$ cat src/mf3_pkg.sv
// ----------------------------------------------------------------------------
// mf3_pkg
// Shared types, constants and sorting-network functions of the 3x3 median
// filter.
// ----------------------------------------------------------------------------
`default_nettype none

package mf3_pkg;

  // Pixel and channel formats.
  localparam int unsigned ChanW  = 8;
  localparam int unsigned NumCh  = 3;
  localparam int unsigned PixW   = ChanW * NumCh;

  // Frame geometry limits and counter widths.
  localparam int unsigned MinSize   = 3;
  localparam int unsigned MaxHeight = 4096;
  localparam int unsigned RowW      = 12;
  localparam int unsigned SizeW     = 13;
  localparam int unsigned WidthRegW = 11;
  localparam int unsigned HeightRegW = 13;
  localparam int unsigned CfgDataW  = 13;

  // Register reset values.
  localparam logic [WidthRegW-1:0]  WidthReset  = 11'd640;
  localparam logic [HeightRegW-1:0] HeightReset = 13'd480;

  // Configuration register indexes.
  localparam logic CfgImageWidth  = 1'b0;
  localparam logic CfgImageHeight = 1'b1;

  typedef logic [PixW-1:0]          pixel_t;
  typedef logic [8:0][PixW-1:0]     mf3_win_t;
  typedef logic [8:0][ChanW-1:0]    mf3_byte9_t;

  typedef struct packed {
    logic row_end;
    logic frame_end;
  } mf3_marks_t;

  // Compare-exchange: the smaller value ends up at position a.
  function automatic mf3_byte9_t cswap(mf3_byte9_t p, int unsigned a, int unsigned b);
    mf3_byte9_t v;
    v = p;
    if (p[a] > p[b]) begin
      v[a] = p[b];
      v[b] = p[a];
    end
    return v;
  endfunction

  // First half of the nine-input median network: sorts each triple.
  function automatic mf3_byte9_t med_part_a(mf3_byte9_t p);
    mf3_byte9_t v;
    v = p;
    v = cswap(v, 1, 2); v = cswap(v, 4, 5); v = cswap(v, 7, 8);
    v = cswap(v, 0, 1); v = cswap(v, 3, 4); v = cswap(v, 6, 7);
    v = cswap(v, 1, 2); v = cswap(v, 4, 5); v = cswap(v, 7, 8);
    return v;
  endfunction

  // Second half: combines the sorted triples and picks the middle value.
  function automatic logic [ChanW-1:0] med_part_b(mf3_byte9_t p);
    mf3_byte9_t v;
    v = p;
    v = cswap(v, 0, 3); v = cswap(v, 5, 8); v = cswap(v, 4, 7);
    v = cswap(v, 3, 6); v = cswap(v, 1, 4); v = cswap(v, 2, 5);
    v = cswap(v, 4, 7); v = cswap(v, 4, 2); v = cswap(v, 6, 4);
    v = cswap(v, 4, 2);
    return v[4];
  endfunction

endpackage

`default_nettype wire

$ cat src/mf3_median_pipe.sv
// ----------------------------------------------------------------------------
// mf3_median_pipe
// Two-stage per-channel median-of-nine network with an output register.
// Each stage holds its item until the next stage can take it.
// ----------------------------------------------------------------------------
`default_nettype none

module mf3_median_pipe (
  input  wire logic               clk_i,
  input  wire logic               rst_ni,
  input  wire logic               in_valid_i,
  output logic                    in_ready_o,
  input  wire mf3_pkg::mf3_win_t  win_i,
  input  wire mf3_pkg::mf3_marks_t marks_i,
  output logic                    out_valid_o,
  input  wire logic               out_ready_i,
  output mf3_pkg::pixel_t         med_o,
  output mf3_pkg::mf3_marks_t     marks_o
);

  import mf3_pkg::*;

  mf3_byte9_t    part_d [NumCh];
  mf3_byte9_t    part_q [NumCh];
  mf3_marks_t    s2_marks_q;
  logic          s2_valid_q;
  pixel_t        med_d;
  pixel_t        med_q;
  mf3_marks_t    out_marks_q;
  logic          out_valid_q;
  logic          out_free;
  logic          s2_fire;
  logic          s2_ready;

  // Split the window into channels and run the first half of the network.
  always_comb begin
    for (int ch = 0; ch < NumCh; ch++) begin
      mf3_byte9_t bytes;
      for (int k = 0; k < 9; k++) begin
        bytes[k] = win_i[k][ch*ChanW +: ChanW];
      end
      part_d[ch] = med_part_a(bytes);
    end
  end

  // Second half of the network on the registered partial sort.
  always_comb begin
    for (int ch = 0; ch < NumCh; ch++) begin
      med_d[ch*ChanW +: ChanW] = med_part_b(part_q[ch]);
    end
  end

  // Stage handshakes.
  assign out_free   = !out_valid_q || out_ready_i;
  assign s2_fire    = s2_valid_q && out_free;
  assign s2_ready   = !s2_valid_q || out_free;
  assign in_ready_o = s2_ready;

  // Valid flags.
  always_ff @(posedge clk_i or negedge rst_ni) begin
    if (!rst_ni) begin
      s2_valid_q  <= 1'b0;
      out_valid_q <= 1'b0;
    end else begin
      if (s2_ready) begin
        s2_valid_q <= in_valid_i;
      end
      if (out_free) begin
        out_valid_q <= s2_valid_q;
      end
    end
  end

  // Payload registers.
  always_ff @(posedge clk_i) begin
    if (in_valid_i && s2_ready) begin
      part_q     <= part_d;
      s2_marks_q <= marks_i;
    end
    if (s2_fire) begin
      med_q       <= med_d;
      out_marks_q <= s2_marks_q;
    end
  end

  assign out_valid_o = out_valid_q;
  assign med_o       = med_q;
  assign marks_o     = out_marks_q;

endmodule

`default_nettype wire

$ cat config.mk
export PLATFORM = sky130hd
export DESIGN_NAME = mf3_median_pipe
export DESIGN_NICKNAME = d
export VERILOG_FILES = /design/src/mf3_pkg.sv /design/src/mf3_median_pipe.sv
export SDC_FILE = /design/constraint.sdc
export NUM_CORES = 1
export LEC_CHECK = 0
export ABC_CLOCK_PERIOD_IN_PS = 14700
export BUFFER_PORTS_ARGS = -buffer_cell sky130_fd_sc_hd__buf_2
export CAP_MARGIN = 20
export CORE_UTILIZATION = 35
export DETAILED_ROUTE_END_ITERATION = 8
export GPL_ROUTABILITY_DRIVEN = 0
export PLACE_DENSITY = 0.51
export SYNTH_ARGS = -nofsm -noshare
export SYNTH_HDL_FRONTEND = slang
export SYNTH_SLANG_ARGS = --single-unit
export TNS_END_PERCENT = 100
$ cat constraint.sdc
create_clock -name clk_i -period 14.7 [get_ports clk_i]
set_input_delay 0.735 -clock clk_i [delete_from_list [all_inputs] [get_ports clk_i]]
set_output_delay 0.735 -clock clk_i [all_outputs]
set_load 0.05 [all_outputs]
# Word-level counts from Yosys, hierarchy flattened
# Index checks and enable logic that the tools add are counted.
# Widths: inputs -> output; s select.
dict set report word_totals {
  elab_cells 160
  out_inout_bits 28
  input_bits 222
  regBits 246
}
dict set report op_classes {
  mux 63
  order_cmp 57
  n_reduce_logical 6
}
# op count
set ops {}
lappend ops {{$gt 8x8->1} 57}
lappend ops {{$mux 16} 27}
lappend ops {{$mux 8} 36}
lappend ops {{$logic_and 1x1->1} 2}
lappend ops {{$logic_not 1->1} 2}
lappend ops {{$logic_or 1x1->1} 2}

# Longest topological paths before layout
# Gate-level depths: netlist (run 1).
dict set report logic_depth {
  ltp_word 12
  ltp_mapped 58
  ltp_nobuf 53
}

# Worst setup path after synthesis (run 1)
# OpenSTA, ideal clock, no wires.
dict set report synth_path {
  path_type {reg-to-reg}
  startpoint {register part_q[33] in the netlist's numbering}
  endpoint {register med_q[17] (netlist: med_o[17]), data pin}
  path_stages_with_launch 53
  setup_time_ns 0.259
  required_time_ns 14.441
  path_buffers 5
  path_slack_ns 3.888
  period_less_slack_ns 10.812
  t_arrival_ns 10.553
  path_cell_list {edfxtp_1 -> ha_1 -> nor2b_1 -> o211ai_1 -> a21oi_1 -> nor2_1 -> clkbuf_1 -> nor2_1 -> a21oi_1 -> ha_1 -> a21oi_1 -> a21oi_1 -> a2111o_1 -> o32a_1 -> o221ai_4 -> mux2i_1 -> ha_1 -> a211o_1 -> [17 not listed] -> ha_1 -> a21o_1 -> a21o_1 -> a211oi_1 -> nor2_1 -> a2111o_1 -> buf_6 -> mux2_4 -> ha_1 -> o21a_1 -> o21a_1 -> o21ai_0 -> a21oi_1 -> a211oi_1 -> a21oi_1 -> inv_1 -> and2_1 -> a211o_1}
}
dict set report synth_via {
  elab_chain_len 12
  elab_cells_between_ends 14
  cone_classes {order compare: 6; mux: 8}
}
# element line_no
set synth_rtl {}
lappend synth_rtl {{start: declaration} mf3_median_pipe.sv:24} ;# mf3_byte9_t part_q [NumCh];
lappend synth_rtl {{start signal: assignment} mf3_median_pipe.sv:77} ;# part_q <= part_d;
lappend synth_rtl {{$gt 8x8->1} mf3_pkg.sv:45} ;# if (p[a] > p[b]) begin
lappend synth_rtl {{$mux 8} mf3_pkg.sv:45}
lappend synth_rtl {{$gt 8x8->1} mf3_pkg.sv:45}
lappend synth_rtl {{$mux 8} mf3_pkg.sv:45}
lappend synth_rtl {{$gt 8x8->1} mf3_pkg.sv:45}
lappend synth_rtl {{$mux 8 (*)} mf3_pkg.sv:45}
lappend synth_rtl {{$gt 8x8->1} mf3_pkg.sv:45}
lappend synth_rtl {{$mux 8} mf3_pkg.sv:45}
lappend synth_rtl {{$gt 8x8->1} mf3_pkg.sv:45}
lappend synth_rtl {{$mux 8} mf3_pkg.sv:45}
lappend synth_rtl {{$gt 8x8->1} mf3_pkg.sv:45}
lappend synth_rtl {{$mux 8 (*)} mf3_pkg.sv:45}
lappend synth_rtl {{net med_d[17]} mf3_median_pipe.sv:27} ;# pixel_t med_d;
lappend synth_rtl {{end signal: assignment} mf3_median_pipe.sv:81} ;# med_q <= med_d;
lappend synth_rtl {{end: declaration} mf3_median_pipe.sv:28} ;# pixel_t med_q;
# Mark *: on every way through the listed nets, which the timed path passes. The rest lies on a longest branch.
# A chain may end at the register's enable or synchronous reset.

# Worst setup path in the final report (run 1)
dict set report layout_path {
  startpoint {register part_q[57] in the netlist's numbering}
  endpoint {register med_q[17] (netlist: med_o[17]), data pin}
}
# The elaborated chain is that of the path after synthesis.

==> results by group, run 1 <==
Run status
  • Status: completed

Floorplan
  • Starting Density: 35.4%
  • Core Rows: 100
  • Die Span X: 276 um
  • I/O Pins: 250
  • Core area: 0.0744 mm^2
  • Die height: 276 um
  • Die area: 0.0764 mm^2

Clock tree
  • Setup Buffers After CTS: 0
  • Max Buffers Root-to-Sink: 3
  • Clk slew on worst S/H paths: 0.07 ns
  • CTS tree: done
  • Clock Sinks: 246
  • Clock latency on the worst-skew pair: 0.54 ns
  • CTS H-Tree Depth: 2
  • CTS Buf Count: 35
  • CTS Root Buffer Type: clkbuf_16

GRT
  • Initial antenna violation count: 3
  • Vias in the first global route: 20,125
  • Largest net degree at the start of global routing: 78
  • First-pass GRT wire length: 109,000 um
  • Total gr overflow: 0
  • Total GRT Usage: 17.8%

Yosys
  • Top_reg_cell synth: edfxtp_1
  • Most frequent cell after synthesis: ha_1
  • Post-synth top cells: ha_1, inv_1, mux2i_1
  • Yosys warning total: 0
  • Netlist cell types: 77
  • Yosys top cell by area: edfxtp_1
  • Synthesized area per cell: 8.78 um^2
  • Syn nets: 3,672
  • EDFF count, synth: 244
  • Asr flop ratio synth: 0.813%
  • Synth area leaders: edfxtp_1, ha_1, mux2i_1, a21oi_1, o21ai_0
  • Synthesized area: 0.0263 mm^2
  • Yosys reg bits: 246
  • Post-Synthesis Cells: 3,000
  • Yosys top cell area share: 27.8%
  • Seq/Total Area, Yosys: 28.0%

Timing
  • RSZ-0062 raised after global routing: false
  • Endpoints failing hold: 0
  • Tmin final: 12.56 ns
  • Slew Limit Headroom: 29.0%
  • Max Freq: 79.6 MHz
  • Final-report max-slew violation count: 0
  • Tcrit/Tclk final: 85.4%
  • Setup violators final: 0
  • Final TNS setup: 0 ns
  • Worst slew pin tran: 1.06 ns
  • Final clock skew: 0.0169 ns

Critical path
  • CP dominant cell by count: a21oi_1
  • WS Path Type: register to register
  • Worst setup EP type: register
  • CP max stage cell: a21oi_1
  • Startpoint Class: register
  • Critical Path AT: 12.84 ns
  • Crit path max fanout: 22
  • Critical Path RT: 14.98 ns
  • Crit path largest cell delay: 0.74 ns

Place
  • # port buffers: 249
  • Post-DP HPWL: 56,900 um

Cells and area
  • Share of layout cells above drive strength 1: 13.2%
  • Fill count: 7,488
  • Post-Route Utilization: 40.1%
  • Nets: 3,884
  • ANT cells: 0
  • P&R area growth vs syn: 13.3%

Run
  • MaxCap Viol Count: 0

Routing
  • Routed via count: 21,244
  • Final wirelength: 68,300 um
  • Antenna Nets Post-Route: 0
  • Vias per cell: 5.05
  • Drt first pass iters: 5
  • Wire per inst: 16.2 um
  • Initial DRC count: 920
  • DRC: 0

Worst hold path
  • HP Class: primary input to register
## what timing repair did
action,4_1_cts,5_1_grt
hold buffers,1,0
resized for setup,0,0
endpoints found under the hold margin,2,0
## cell usage in the layout (no fill, tap or decap), types with 18 or more instances in the layout
master,n
a21o_1,85
a21oi_1,266
and3_1,28
buf_2,249
buf_4,18
clkbuf_16,37
edfxtp_1,244
ha_1,450
inv_1,332
mux2_2,63
mux2i_1,288
nand2_1,234
nand2b_1,40
nand3_1,84
nand4_1,38
nor2_1,227
nor2b_1,42
o21a_1,52
o21ai_0,247
## critical path, delay by kind of cell, from the launching register on
kind,cells,cell delay [ns]
flip-flops,1,0.46
adder cells (fa/ha/maj),6,1.68
AND/OR/NAND/NOR,10,2.10
multiplexers,3,1.06
AO/OA/AOI/OAI,26,6.01
buffers and inverters,5,0.96
## layout make-up
cell class              count  area (um^2)  share of cell area (%)
multi-input cells        2327        17400                    58.3
flip-flops and latches    246         7380                    24.7
repair buffers            270         1420                    4.76
inverters                 332         1250                    4.18
well taps                 969         1210                    4.06
clock buffers              40          937                    3.14
clock inverters            21          253                   0.847
## worst paths after layout
path | startpoint | endpoint | slack, ns | cells past startpoint
min in group asynchronous | rst_ni | out_valid_o$_DFFE_PN0P_ | 0.53 | 2
max in group asynchronous | rst_ni | s2_valid_q$_DFFE_PN0N_ | 14.08 | 2
hold / removal | marks_i[1] | s2_marks_q[1]$_DFFE_PP_ | 0.38 | 1
setup reg to reg | part_q[57]$_DFFE_PP_ | med_o[17]$_DFFE_PP_ | 2.14 | 50
hold reg to reg | s2_marks_q[0]$_DFFE_PP_ | marks_o[0]$_DFFE_PP_ | 0.42 | 0
setup / recovery | part_q[57]$_DFFE_PP_ | med_o[17]$_DFFE_PP_ | 2.14 | 50
## through the flow
stage	worst slack (ns)	std cells	instance area, um^2	hold slack, ns
after floorplan	3.89	3000	26300	0.400
after global placement	1.70	4140	28600	0.404
after detailed placement	1.51	4140	28600	0.419
after CTS	1.45	4202	29800	0.349
after global routing	1.13	4205	29800	0.347
final	2.14	4205	29800	0.379
## routing by layer
metal  global-route usage, %  share of wire, %  vias to the layer above
met4                    4.15               2.0                        2
met2                    29.4                46                      296
met5                       0             0.015                        -
met1                    24.4                49                     9566
li1                        -                 -                    11309
met3                    2.60               3.5                       71
## cells by family (layout without fill, tap and decap cells)
| logic type | after synthesis | after routing | synth area share, % |
|---|---|---|---|
| flip-flops | 246 | 246 | 28.0 |
| AO/OA/AOI/OAI | 777 | 777 | 17.5 |
| AND/OR/NAND/NOR | 742 | 742 | 12.9 |
| XOR/XNOR | 1 | 1 | 0.0333 |
| buffers and inverters | 427 | 663 | 6.18 |
| multiplexers | 357 | 357 | 14.0 |
| adder cells (fa/ha/maj) | 450 | 450 | 21.4 |
## flip-flops by register name, indices dropped and copies added (netlist names)
register,flops
part_q,216
med_o,24
marks_o,2
s2_marks_q,2
out_valid_o,1
s2_valid_q,1
Power of run 1 is not shown: default switching activity piles up to over one toggle a cycle in this logic, so the estimate is an artifact.
==> inputs of run 2 (changes only) <==
Settings changed: BUFFER_PORTS_ARGS -buffer_cell sky130_fd_sc_hd__buf_2 to unset, DONT_BUFFER_PORTS set to 1, GPL_TIMING_DRIVEN set to 0, PLACE_DENSITY 0.51 to 0.48, REMOVE_ABC_BUFFERS set to 1.
==> results by group, run 2 (synthesis gave the netlist of run 1 again) <==
Run status
  • Status: completed

GRT
  • Total gr overflow: 0
  • Vias in the first global route: 20,857
  • First-pass GRT wire length: 112,000 um
  • Largest net degree at the start of global routing: 73
  • Initial antenna violation count: 2
  • Total GRT Usage: 18.5%

Routing
  • Initial DRC count: 1,010
  • Antenna Nets Post-Route: 0
  • Drt first pass iters: 5
  • Final wirelength: 72,600 um
  • Wire per inst: 18.4 um
  • Routed via count: 21,134
  • DRC: 0
  • Vias per cell: 5.35

Timing
  • Tcrit/Tclk final: 92.9%
  • Setup violators final: 0
  • RSZ-0062 raised after global routing: false
  • Final clock skew: 0.0265 ns
  • Slew Limit Headroom: 31.3%
  • Worst setup margin: 1.04 ns
  • Max Freq: 73.2 MHz
  • Worst slew pin tran: 1.03 ns
  • Worst hold slack: 0.297 ns
  • Endpoints failing hold: 0
  • Tmin final: 13.66 ns
  • Final-report max-slew violation count: 0

Worst hold path
  • HP Class: primary input to register
  • Hold path start: in_valid_i

Floorplan
  • Core area: 0.0744 mm^2
  • Die area: 0.0764 mm^2
  • Core Rows: 100
  • Starting Density: 35.4%
  • Die Span X: 276 um
  • I/O Pins: 250
  • Die height: 276 um

Critical path
  • Crit path largest cell delay: 0.73 ns
  • Crit path max fanout: 23
  • FF-to-FF Start: part_q[201]$_DFFE_PP_
  • WS Path Type: register to register
  • Critical Path AT: 13.93 ns
  • Worst setup EP type: register
  • CP dominant cell by count: ha_1
  • Startpoint Class: register
  • CP max stage cell: o21a_1
  • CP Launch Point: part_q[201]$_DFFE_PP_
  • Critical Path RT: 14.97 ns

Cells and area
  • ANT cells: 0
  • P&R area growth vs syn: 8.39%
  • Commonest non-fill, non-tap cell in the layout: ha_1
  • Most frequent cells in the layout: ha_1, inv_1, mux2i_1, a21oi_1, o21ai_0
  • Max reg flops: 216
  • Share of layout cells above drive strength 1: 5.91%
  • Nets: 3,633
  • Register bank with the most flops: part_q
  • Fill count: 7,375

Run
  • MaxCap Viol Count: 0

Place
  • # port buffers: 0
  • Post-DP HPWL: 60,300 um
  • Placement Setup Slack: 0.870 ns

Clock tree
  • CTS H-Tree Depth: 2
  • Clock latency on the worst-skew pair: 0.55 ns
  • Max Buffers Root-to-Sink: 3
  • Clk slew on worst S/H paths: 0.05 ns
  • Clock Sinks: 246
  • CTS Root Buffer Type: clkbuf_16
  • CTS tree: done
  • Setup Buffers After CTS: 0
  • CTS Buf Count: 35
[run 2: layout make-up]
type	count	area (um^2)	share of cell area, %
clock buffer	42	902	3.16
clock inverter	14	116	0.408
inverter	332	1250	4.37
multi-input combinational	2327	17400	61.0
sequential	246	7380	25.8
tap	969	1210	4.25
timing repair buffer	19	269	0.942
[run 2: final timing paths]
check                                               end  slack (ns)  depth (start not counted)
worst max-delay path                 med_o[1]$_DFFE_PP_        1.04                         52
worst min-delay path             s2_valid_q$_DFFE_PN0N_        0.30                          1
worst max register to register       med_o[1]$_DFFE_PP_        1.04                         52
worst min register to register     marks_o[1]$_DFFE_PP_        0.40                          0
max in group asynchronous       out_valid_o$_DFFE_PN0P_       14.16                          1
min in group asynchronous        s2_valid_q$_DFFE_PN0N_        0.42                          1
[run 2: timing repair]
item,CTS,global route
endpoints found under the hold margin,2,0
gates resized for setup,0,2
hold buffers,1,0
setup endpoints to repair,0,5
[run 2: metrics by stage]
stage                     TNS (ns)  utilization [%]  instances  area (um^2)
after floorplan                  0                -       2905        26000
after global placement      -0.570             36.5       3874        27200
after detailed placement         0             36.9       3891        27500
after CTS                        0             38.3       3948        28500
after global routing             0             38.3       3949        28500
final                            0             38.3       3949        28500
[run 2: metal layers]
metal	GRT usage (%)	vias up	wire length, um
met2	31.5	391	33700
li1	-	10778	-
met4	6.82	4	2490
met5	0	-	34
met3	4.15	103	3900
met1	22.6	9858	32500
[run 2: critical path, delay by kind of cell, from the launching register on]
kind,cells,cell delay [ns]
adders and majority gates,6,1.83
xor gates and xnor gates,1,0.18
muxes,4,1.29
AOI/OAI and AO/OA,23,6.40
buffers and inverters,4,0.66
DFF,1,0.50
and+or+nand+nor,14,2.53
Power of run 2 is left out for the same reason.
==> inputs of run 3 (changes only) <==
Settings changed: ABC_CLOCK_PERIOD_IN_PS 14700 to 13700, CORE_ASPECT_RATIO set to 1.1.
Clock period 14.7 ns to 13.7 ns, I/O delays scaled along.
==> results by group, run 3 (synthesis gave the netlist of run 1 again) <==
Timing
  • Slew Limit Headroom: 33.5%
  • Final clock skew: 0.0370 ns
  • RSZ-0062 raised after global routing: false
  • Max Freq: 79.2 MHz
  • Setup violators final: 0
  • Worst setup margin: 1.08 ns
  • Worst slew pin tran: 0.998 ns
  • Final-report max-slew violation count: 0
  • Tmin final: 12.62 ns
  • Tcrit/Tclk final: 92.1%
  • Final TNS setup: 0 ns
  • Endpoints failing hold: 0

Floorplan
  • Die Span X: 264 um
  • Core area: 0.0745 mm^2
  • Die height: 290 um
  • I/O Pins: 250
  • Die area: 0.0764 mm^2
  • Starting Density: 35.4%
  • Core Rows: 105

Clock tree
  • CTS Buf Count: 34
  • CTS Root Buffer Type: clkbuf_16
  • Clock latency on the worst-skew pair: 0.54 ns
  • Clock Sinks: 246
  • Clk slew on worst S/H paths: 0.06 ns
  • CTS H-Tree Depth: 2
  • CTS tree: done
  • Max Buffers Root-to-Sink: 3

Critical path
  • Critical Path AT: 12.91 ns
  • Top delay family on crit path: compound AO/OA/AOI/OAI gates
  • Worst setup EP type: register
  • Startpoint Class: register
  • Crit path max fanout: 18
  • Crit path largest cell delay: 0.61 ns
  • R2R depth: 51
  • CP max stage cell: a2111o_1
  • Worst path bufs/invs: 4
  • FF-to-FF Start: part_q[57]$_DFFE_PP_
  • Reg2reg setup slack: 1.08 ns
  • Reg-to-reg critical path endpoint: med_o[17]$_DFFE_PP_
  • Critical Path RT: 13.98 ns
  • WS Path Type: register to register

Cells and area
  • Register bank with the most flops: part_q
  • Register Area: 0.00738 mm^2
  • Multi-input logic area: 0.0174 mm^2
  • Share of layout cells above drive strength 1: 6.20%
  • Max reg flops: 216
  • Commonest non-fill, non-tap cell in the layout: ha_1
  • Nets: 3,634
  • Fill count: 7,385
  • ANT cells: 0
  • P&R area growth vs syn: 8.71%
  • Most frequent cells in the layout: ha_1, inv_1, mux2i_1, a21oi_1, o21ai_0

Worst hold path
  • HP Class: primary input to register
  • Hold path start: marks_i[1]
  • Hold Path Stages: 0
  • WHS Endpoint: s2_marks_q[1]$_DFFE_PP_

Run
  • MaxCap Viol Count: 0

Routing
  • Routed via count: 21,128
  • Final wirelength: 73,400 um
  • Wire per inst: 18.6 um
  • Drt first pass iters: 5
  • Antenna Nets Post-Route: 0
  • DRC: 0
  • Vias per cell: 5.36
  • Initial DRC count: 1,008

Place
  • Post-DP HPWL: 61,600 um
  • Placement Setup Slack: 0.0542 ns
  • # port buffers: 0

GRT
  • Initial antenna violation count: 2
  • Largest net degree at the start of global routing: 72
  • Total GRT Usage: 18.8%
  • Vias in the first global route: 20,879
  • Total gr overflow: 0
  • First-pass GRT wire length: 112,000 um

Run status
  • Status: completed
## run 3: metal layers
metal | global-route usage (%) | routed length, um
met1 | 21.9 | 31100
met2 | 33.0 | 35100
met3 | 4.00 | 3910
met4 | 8.92 | 3250
met5 | 0 | 22
## run 3: metrics by stage
stage / utilization (%) / hold slack, ns / instance area (um^2) / instances
after detailed placement: 36.9 / 0.389 / 27500 / 3884
after CTS: 38.4 / 0.193 / 28600 / 3941
final: 38.4 / 0.239 / 28600 / 3945
after global routing: 38.4 / 0.212 / 28600 / 3945
after floorplan: - / 0.389 / 26000 / 2905
after global placement: 36.5 / 0.389 / 27200 / 3868
## run 3: repair_timing
action	in CTS	in global routing
hold buffers	1	0
endpoints found under the hold margin	2	0
pin swaps	0	1
buffers inserted	0	4
resized for setup	1	6
setup endpoints to repair	1	11
## run 3: worst reg2reg max path: cells and delay by family, from the launching register on
family          cells  cell delay (ns)
flops               1             0.48
buf+inv             4             0.65
compound gates     25             5.81
simple gates       14             2.89
mux                 2             0.65
fa+ha+maj           6             1.89
## run 3: cell type report
| type | instances | area share [%] |
|---|---|---|
| Multi-Input combinational cell | 2327 | 60.9 |
| Sequential cell | 246 | 25.8 |
| Inverter | 332 | 4.35 |
| Tap cell | 963 | 4.21 |
| Clock buffer | 38 | 3.10 |
| Timing Repair Buffer | 21 | 0.966 |
| Clock inverter | 18 | 0.704 |
## run 3: how the worst max path moves through the flow
stage	startpoint	end	slack, ns	cells past startpoint
global placement	part_q[177]$_DFFE_PP_	med_o[1]$_DFFE_PP_	-1.10	49
floorplan	part_q[177]$_DFFE_PP_	med_o[1]$_DFFE_PP_	1.15	49
CTS	part_q[177]$_DFFE_PP_	med_o[1]$_DFFE_PP_	0.23	51
finish	part_q[57]$_DFFE_PP_	med_o[17]$_DFFE_PP_	1.08	51
detailed placement	part_q[177]$_DFFE_PP_	med_o[1]$_DFFE_PP_	0.05	51
global route	part_q[177]$_DFFE_PP_	med_o[1]$_DFFE_PP_	0.14	52
Power of run 3 is left out for the same reason.
